File: src/sv/wgc_pkg.sv
// ----------------------------------------------------------------------------
// wgc_pkg
// Shared types, constants and helpers of the waypoint go-to-goal controller.
// ----------------------------------------------------------------------------
package wgc_pkg;

  localparam int MAX_WAYPOINTS    = 8;
  localparam int ANGLE_ITERATIONS = 16;
  localparam int WP_IDX_W = (MAX_WAYPOINTS > 1) ? $clog2(MAX_WAYPOINTS) : 1;
  localparam int ITER_W   = $clog2(ANGLE_ITERATIONS);

  localparam logic signed [34:0] ANG_PI      = 35'sd3373259426;
  localparam logic signed [34:0] ANG_HALF_PI = 35'sd1686629713;
  localparam logic signed [32:0] CORDIC_K    = 33'sd652032874;

  localparam logic [15:0] LINEAR_GAIN_RST  = 16'd2048;
  localparam logic [15:0] ANGULAR_GAIN_RST = 16'd2048;
  localparam logic [14:0] THRESHOLD_RST    = 15'd26;
  localparam logic [2:0]  LAST_WP_RST      = 3'd5;

  typedef enum logic [1:0] {
    CFG_LINEAR_GAIN  = 2'd0,
    CFG_ANGULAR_GAIN = 2'd1,
    CFG_THRESHOLD    = 2'd2,
    CFG_LAST_WP      = 2'd3
  } cfg_idx_t;

  typedef enum logic {
    ITEM_WRITE = 1'b0,
    ITEM_POSE  = 1'b1
  } item_kind_t;

  typedef struct packed {
    item_kind_t         kind;
    logic [2:0]         slot;
    logic signed [15:0] x;
    logic signed [15:0] y;
    logic signed [14:0] heading;
  } item_t;

  typedef struct packed {
    logic [15:0] linear_gain;
    logic [15:0] angular_gain;
    logic [14:0] arrive_threshold;
    logic [2:0]  last_waypoint;
  } cfg_t;

  typedef enum logic [2:0] {
    ST_IDLE,
    ST_LOAD,
    ST_ITER,
    ST_MUL_Y,
    ST_SUM,
    ST_GAIN,
    ST_FIN,
    ST_OUT
  } state_t;

  function automatic logic signed [34:0] atan_entry(input logic [4:0] idx);
    logic signed [34:0] v;
    case (idx)
      5'd0:  v = 35'sd843314856;
      5'd1:  v = 35'sd497837829;
      5'd2:  v = 35'sd263043836;
      5'd3:  v = 35'sd133525158;
      5'd4:  v = 35'sd67021686;
      5'd5:  v = 35'sd33543515;
      5'd6:  v = 35'sd16775850;
      5'd7:  v = 35'sd8388437;
      5'd8:  v = 35'sd4194282;
      5'd9:  v = 35'sd2097149;
      5'd10: v = 35'sd1048575;
      5'd11: v = 35'sd524287;
      5'd12: v = 35'sd262143;
      5'd13: v = 35'sd131071;
      5'd14: v = 35'sd65535;
      5'd15: v = 35'sd32767;
      5'd16: v = 35'sd16383;
      5'd17: v = 35'sd8191;
      5'd18: v = 35'sd4095;
      5'd19: v = 35'sd2047;
      5'd20: v = 35'sd1023;
      5'd21: v = 35'sd511;
      5'd22: v = 35'sd255;
      5'd23: v = 35'sd127;
      5'd24: v = 35'sd63;
      5'd25: v = 35'sd31;
      5'd26: v = 35'sd15;
      5'd27: v = 35'sd7;
      5'd28: v = 35'sd3;
      5'd29: v = 35'sd1;
      default: v = 35'sd0;
    endcase
    return v;
  endfunction

  function automatic logic signed [15:0] sat16(input logic signed [39:0] v);
    logic signed [15:0] r;
    if (v > 40'sd32767) begin
      r = 16'sh7FFF;
    end else if (v < -40'sd32768) begin
      r = 16'sh8000;
    end else begin
      r = v[15:0];
    end
    return r;
  endfunction

endpackage

File: src/sv/wgc_front.sv
// ----------------------------------------------------------------------------
// wgc_front
// Accepts input transactions, classifies them and holds them in a
// two-entry queue for the back end.
// ----------------------------------------------------------------------------
module wgc_front (
  input  logic                clk,
  input  logic                rst,
  input  logic                in_valid,
  output logic                in_stall,
  input  logic                func,
  input  logic [2:0]          slot,
  input  logic signed [15:0]  coord_x,
  input  logic signed [15:0]  coord_y,
  input  logic signed [14:0]  heading,
  output logic                head_valid,
  output wgc_pkg::item_t      head,
  input  logic                pop
);

  wgc_pkg::item_t entries [2];
  wgc_pkg::item_t item;
  logic           wr_ptr;
  logic           rd_ptr;
  logic [1:0]     count;
  logic           push;

  always_comb begin
    item.kind    = func ? wgc_pkg::ITEM_POSE : wgc_pkg::ITEM_WRITE;
    item.slot    = slot;
    item.x       = coord_x;
    item.y       = coord_y;
    item.heading = heading;
  end

  assign in_stall   = (count == 2'd2);
  assign push       = in_valid && !in_stall;
  assign head_valid = (count != 2'd0);
  assign head       = entries[rd_ptr];

  always_ff @(posedge clk) begin
    if (rst) begin
      wr_ptr <= 1'b0;
      rd_ptr <= 1'b0;
      count  <= 2'd0;
    end else begin
      if (push) begin
        entries[wr_ptr] <= item;
        wr_ptr          <= ~wr_ptr;
      end
      if (pop) begin
        rd_ptr <= ~rd_ptr;
      end
      count <= count + {1'b0, push} - {1'b0, pop};
    end
  end

endmodule

File: config.mk
export PLATFORM = sky130hd
export DESIGN_NAME = wgc_front
export DESIGN_NICKNAME = d
export VERILOG_FILES = /design/src/sv/wgc_pkg.sv /design/src/sv/wgc_front.sv
export SDC_FILE = /design/constraint.sdc
export NUM_CORES = 1
export LEC_CHECK = 0
export ABC_CLOCK_PERIOD_IN_PS = 5900
export BUFFER_PORTS_ARGS = -buffer_cell sky130_fd_sc_hd__buf_2
export CAP_MARGIN = 20
export CORE_MARGIN = 3
export CORE_UTILIZATION = 40
export DETAILED_ROUTE_END_ITERATION = 16
export GPL_ROUTABILITY_DRIVEN = 0
export HOLD_SLACK_MARGIN = 0.12
export PLACE_DENSITY = 0.65
export SYNTH_ARGS = -nofsm -noshare
export SYNTH_HDL_FRONTEND = slang
export SYNTH_SLANG_ARGS = --single-unit
File: constraint.sdc
create_clock -name clk -period 5.9 [get_ports clk]
set_clock_uncertainty 0.05 [all_clocks]
set_input_delay 0.295 -clock clk [delete_from_list [all_inputs] [get_ports clk]]
set_output_delay 0.295 -clock clk [all_outputs]
set_load 0.005 [all_outputs]
-- After elaboration in Yosys (flattened, before gate mapping)
Memories as Yosys holds them, arrays and structs flattened. A register that Yosys moved wholly into a read port is not among the register bits.
Cells that the tools add are included.
- $add $sub $neg: 2
- multipliers: 0
- divide/modulo/power cells: 0
- order comparisons: 0
- eq/ne operators: 1
- shifts and indexed selects: 0
- muxes and demuxes: 6
- bitwise logic cells: 2
- reductions and logical operators: 3
- operators by type and width (kind ; number):
    1-bit two-way mux ; 6
    2-bit by 1-bit adder with 2-bit output ; 1
    2-bit == test (second input constant) ; 1
    1-bit inverter ; 2
    2-bit nonzero test ; 1
    2-bit by 1-bit subtractor with 2-bit output ; 1
    1-bit logical AND ; 1
    1-bit zero test ; 1
- register bits: 4
- latch bits: 0
- RAM bits: 102
- memory bits (read-only): 0
- input bits: 55
- output and inout port bits: 53
- word-level logic and storage cells: 18
- memories kept: 1
- memories (memory ; words ; width ; rd ports ; clocked after Yosys merged registers in ; wr ports ; line ; source):
    entries ; 2 ; 51 ; 1 ; 1 ; 1 ; wgc_front.sv:21 ; wgc_pkg::item_t entries [2];

-- Longest topological paths before layout
- word-level depth: 6
- gate-level depth with buffers: 8
- gate-level depth less buffers: 8

-- Worst setup path after synthesis
No wires, ideal clock.
- kind: flip-flop to flip-flop
- from: register count[1]
- to: memory entries[1][0] in the netlist's numbering (enable)
- library setup time: 0.534 ns
- arrival time: 4.332 ns
- slack: 0.984 ns
- cell stages (with the launch flop): 4
- path through: dfxtp_1 -> nor2b_4 -> nand2b_4 -> nor3b_1
- longest elaborated chain between the ends: 6
- RTL lines (element ; line ; source):
    from (decl) ; wgc_front.sv:25 ; logic [1:0] count;
    from (signal assigned) ; wgc_front.sv:54 ; count <= count + {1'b0, push} - {1'b0, pop};
    2-bit == test ; wgc_front.sv:36 ; assign in_stall = (count == 2'd2);
    named net in_stall ; wgc_front.sv:10 ; output logic in_stall,
    1-bit zero test ; wgc_front.sv:37 ; assign push = in_valid && !in_stall;
    1-bit logical AND ; wgc_front.sv:37 ;
    1-bit two-way mux ; wgc_front.sv:47 ; if (push) begin
    1-bit two-way mux ; wgc_front.sv:42 ; if (rst) begin
    1-bit two-way mux (implied by the code) ; wgc_front.sv:48 ; entries[wr_ptr] <= item;
    to (decl) ; wgc_front.sv:21 ;
The timed path passes the listed nets, and every way through them passes these cells.

==> report_table.html <==
<table>
<tr><th>Metric</th><th>Value</th></tr>
<tr><th colspan="2">Run status</th></tr>
<tr><td>Outcome</td><td>finished, final reports clean</td></tr>
<tr><th colspan="2">Global route</th></tr>
<tr><td>Busiest layer in global routing</td><td>met2</td></tr>
<tr><td>Via count of the first global-routing pass</td><td>2316</td></tr>
<tr><td>Global-route wire length before repair</td><td>~11 mm</td></tr>
<tr><td>GR Util met1</td><td>0.1491</td></tr>
<tr><td>Number of antenna violations at the first check in global routing</td><td>0</td></tr>
<tr><td>Overflow left after global routing</td><td>0</td></tr>
<tr><td>GRT met2 Usage</td><td>0.2145</td></tr>
<tr><td>Met3 Usage GRT</td><td>0.03239</td></tr>
<tr><td>Pin count of the biggest net entering global routing</td><td>between 50 and 60</td></tr>
<tr><td>Aggregate global-route resource usage</td><td>0.1250</td></tr>
<tr><th colspan="2">Synthesis</th></tr>
<tr><td>Number of warning messages in the yosys log</td><td>0</td></tr>
<tr><td>Count of state elements after synthesis</td><td>~110</td></tr>
<tr><td>Top post-synthesis cells by area</td><td>sky130_fd_sc_hd__edfxtp_1 74%, sky130_fd_sc_hd__mux2_4 19%, sky130_fd_sc_hd__dfxtp_1 2.4%, sky130_fd_sc_hd__buf_6 1.6%, sky130_fd_sc_hd__ha_1 0.60%</td></tr>
<tr><td>Leading post-synthesis cells by instance count</td><td>102 x sky130_fd_sc_hd__edfxtp_1, 51 x sky130_fd_sc_hd__mux2_4, 6 x sky130_fd_sc_hd__buf_6</td></tr>
<tr><td>Library cells used by synthesis</td><td>16</td></tr>
<tr><td>Synthesized cell area</td><td>0.004139 mm2</td></tr>
<tr><td>Synth top area share</td><td>0.7400</td></tr>
<tr><td>Synth area leader</td><td>sky130_fd_sc_hd__edfxtp_1</td></tr>
<tr><td>Post-Syn Nets</td><td>239</td></tr>
<tr><td>Post-synth EDFFs</td><td>approximately 100</td></tr>
<tr><td>Gate Count Post-Synth</td><td>182</td></tr>
<tr><td>Syn avg cell area</td><td>22.74 um2</td></tr>
<tr><td>Post-synthesis sequential area ratio</td><td>0.7642</td></tr>
<tr><td>Most common cell in the netlist</td><td>sky130_fd_sc_hd__edfxtp_1</td></tr>
<tr><td>Most used flip-flop cell after synthesis</td><td>sky130_fd_sc_hd__edfxtp_1</td></tr>
<tr><td>Async S/R FF share, synth</td><td>0</td></tr>
<tr><th colspan="2">Floorplan</th></tr>
<tr><td>Die Y</td><td>between 100 and 150 um</td></tr>
<tr><td>Row count</td><td>36</td></tr>
<tr><td>Die width</td><td>107.7 um</td></tr>
<tr><td>Initial Utilization</td><td>0.4177</td></tr>
<tr><td>Area of the die</td><td>0.01160 mm2</td></tr>
<tr><td>Area of the core</td><td>0.009910 mm2</td></tr>
<tr><td>I/O pin cnt</td><td>between 100 and 150</td></tr>
<tr><th colspan="2">STA</th></tr>
<tr><td>Number of failing hold endpoints at the final stage</td><td>0</td></tr>
<tr><td>Final setup violation count</td><td>0</td></tr>
<tr><td>Total Negative Setup Slacks</td><td>0 ps</td></tr>
<tr><td>Worst Tran Pin Value</td><td>955.4 ps</td></tr>
<tr><td>RSZ-0062 raised after global routing</td><td>false</td></tr>
<tr><td>Final max-slew violation count</td><td>0</td></tr>
<tr><td>Final Cycle Share</td><td>0.3848</td></tr>
<tr><td>Relative slew slack</td><td>0.3631</td></tr>
<tr><td>Achievable Freq</td><td>440.5 MHz</td></tr>
<tr><td>Fin crit period</td><td>2270 ps</td></tr>
<tr><th colspan="2">Detailed routing</th></tr>
<tr><td>Total detailed-routing wirelength</td><td>6.959 mm</td></tr>
<tr><td>Detail-routed net length per standard cell</td><td>14.29 um</td></tr>
<tr><td>Number of design-rule violations left by the first detailed-router iteration</td><td>76</td></tr>
<tr><td>Mean number of vias per cell</td><td>4.431</td></tr>
<tr><td>Overall via count from detail_route</td><td>2158</td></tr>
<tr><td>Final ANT Viol Nets</td><td>0</td></tr>
<tr><td>DRC violation count after routing</td><td>0</td></tr>
<tr><td>Pre-antenna DRT Iters</td><td>4</td></tr>
<tr><th colspan="2">Finish</th></tr>
<tr><td>Antenna Cells</td><td>0</td></tr>
<tr><td>Final-stage net count</td><td>406</td></tr>
<tr><td>Layout cell share with drive strength beyond 1</td><td>0.5198</td></tr>
<tr><td>Area Overhead vs Synth</td><td>32.89%</td></tr>
<tr><td>Utilization after layout</td><td>0.5551</td></tr>
<tr><td>Design area</td><td>around 0.0055 mm2</td></tr>
<tr><th colspan="2">Worst setup path</th></tr>
<tr><td>Critical Path Start Type</td><td>register</td></tr>
<tr><td>Path length in cells of the critical path</td><td>2</td></tr>
<tr><td>Worst reg-to-reg path cell count</td><td>4</td></tr>
<tr><td>Crit-path max FO</td><td>51</td></tr>
<tr><td>Worst EP required</td><td>5560 ps</td></tr>
<tr><td>CP Buf/Inv Count</td><td>1</td></tr>
<tr><td>Data arrival time of the critical path</td><td>1930 ps</td></tr>
<tr><td>Crit end category</td><td>output port</td></tr>
<tr><td>Slowest cell delay on critical path</td><td>1000 ps</td></tr>
<tr><td>CP max-delay cell</td><td>sky130_fd_sc_hd__dfxtp_4</td></tr>
<tr><td>Destination of the critical timing path</td><td>head[50]</td></tr>
<tr><td>Beginning of the worst register-to-register path</td><td>count[1]</td></tr>
<tr><td>Register-to-register setup slack</td><td>4260 ps</td></tr>
<tr><td>Cell-by-cell listing of the critical path</td><td>mux2_2 -&gt; buf_2</td></tr>
<tr><td>Classification of the worst setup path</td><td>reg -&gt; out</td></tr>
<tr><td>Delay-heaviest family, CP</td><td>flip-flops</td></tr>
<tr><td>Endpoint of the worst-slack reg-to-reg timing path</td><td>entries[1][2]</td></tr>
<tr><th colspan="2">Clock network</th></tr>
<tr><td>Clock Tree Buf Depth</td><td>2</td></tr>
<tr><td>Post-CTS setup buffer count</td><td>0</td></tr>
<tr><td>Number of buffers created by CTS</td><td>9</td></tr>
<tr><td>TritonCTS clock tree</td><td>yes</td></tr>
<tr><td>Clock-pin slew reported for the worst setup and hold paths after clock tree synthesis</td><td>90 ps</td></tr>
<tr><td>Clock latency on the worst-skew pair</td><td>350 ps</td></tr>
<tr><td>CTS sink cnt</td><td>107</td></tr>
<tr><td>Clock H-tree levels</td><td>3</td></tr>
<tr><td>Clock tree root buffer cell</td><td>sky130_fd_sc_hd__clkbuf_8</td></tr>
<tr><th colspan="2">Placed design</th></tr>
<tr><td>Hpwl dp</td><td>4.389 mm</td></tr>
<tr><td>Number of I/O port buffers</td><td>roughly 110</td></tr>
<tr><td>Area of placed instances</td><td>0.004817 mm2</td></tr>
<tr><th colspan="2">Pwr</th></tr>
<tr><td>Peak supply drop</td><td>0.0001782 V</td></tr>
<tr><td>Leakage</td><td>2.183 nW</td></tr>
<tr><td>Power density relative to cell area</td><td>291.2 mW/mm2</td></tr>
<tr><th colspan="2">Run</th></tr>
<tr><td>Max Cap Violations</td><td>0</td></tr>
<tr><th colspan="2">Worst hold path</th></tr>
<tr><td>Worst Hold Class</td><td>in -&gt; reg</td></tr>
</table>
==> worst register-to-register path, stage by stage (launching register included) <==
cell and delay [ps]:
sky130_fd_sc_hd__dfxtp_1 350, sky130_fd_sc_hd__nor2b_4 130, sky130_fd_sc_hd__nand2b_4 170, sky130_fd_sc_hd__nor3b_2 190, sky130_fd_sc_hd__buf_4 390
==> where the power goes <==
| part | internal (mW) | switching, mW | total (mW) |
|---|---|---|---|
| Clock | 0.157 | 0.240 | 0.397 |
| Combinational | 0.164 | 0.0976 | 0.261 |
| Sequential | 0.905 | 0.0385 | 0.943 |
==> how the worst min path moves through the flow <==
stage,start,to,slack [ps],cells after the start
final,rst,register,160,2
after detailed placement,heading[14],entries[0][14],440,1
after floorplan,rst,register,320,1
after CTS,rst,register,140,2
after global placement,coord_y[0],entries[0][15],430,1
after global routing,rst,register,150,2
==> cell families after synthesis <==
kind of cell	after synthesis	share of synthesized area
muxes	52	0.1877
DFF	107	0.7642
and+or+nand+nor	11	0.01844
buffers and inverters	7	0.01723
xor gates and xnor gates	3	0.006349
adders and majority gates	2	0.006045
==> area by class of cell <==
cell class	count	area [um2]
Sequential cell	107	3167
Fill cell	804	4409
Clock buffer	9	123.9
Multi-Input combinational cell	68	914.6
Inverter	1	3.754
Timing Repair Buffer	162	1076
Tap cell	133	166.4
Clock inverter	7	48.80
==> sequential cells by signal (all words and copies together), names as in the netlist, named ones only <==
register  flops
wr_ptr        1
entries     102
rd_ptr        1
count         2
==> metal layers <==
metal / routed length, um / up-vias
li1: - / 1040
met5: 0 / -
met4: 61 / 0
met3: 455 / 7
met2: 3608 / 72
met1: 2833 / 1039
==> through the flow <==
stage               worst slack (ps)  hold WS, ps  std cells  total power, mW
global placement                3994        433.1        420            1.195
floorplan                      983.5        317.4        182            1.109
global route                    3507        150.1        487            1.686
finish                          3630        156.6        487            1.602
detailed placement              3992        437.6        420            1.203
CTS                             3584        135.8        487            1.627
==> cells in the final DEF (no fill, tap or decap), types with 2 or more instances in the layout <==
cell | Yosys | layout
sky130_fd_sc_hd__and2b_1 | 2 | 2
sky130_fd_sc_hd__buf_2 | 0 | 107
sky130_fd_sc_hd__buf_4 | 0 | 4
sky130_fd_sc_hd__clkbuf_8 | 0 | 9
sky130_fd_sc_hd__clkinv_2 | 0 | 2
sky130_fd_sc_hd__dfxtp_1 | 5 | 4
sky130_fd_sc_hd__dlygate4sd3_1 | 0 | 51
sky130_fd_sc_hd__edfxtp_1 | 102 | 102
sky130_fd_sc_hd__ha_1 | 2 | 2
sky130_fd_sc_hd__inv_6 | 0 | 4
sky130_fd_sc_hd__mux2_4 | 51 | 51
sky130_fd_sc_hd__nor2_1 | 4 | 4
sky130_fd_sc_hd__xnor2_1 | 2 | 2
==> timing repair <==
action	in CTS	in global routing
setup endpoints to repair	0	0
hold buffers	51	0
endpoints found under the hold margin	102	0
gates resized for setup	0	0
Note: power is estimated with default switching activity, not from simulation.
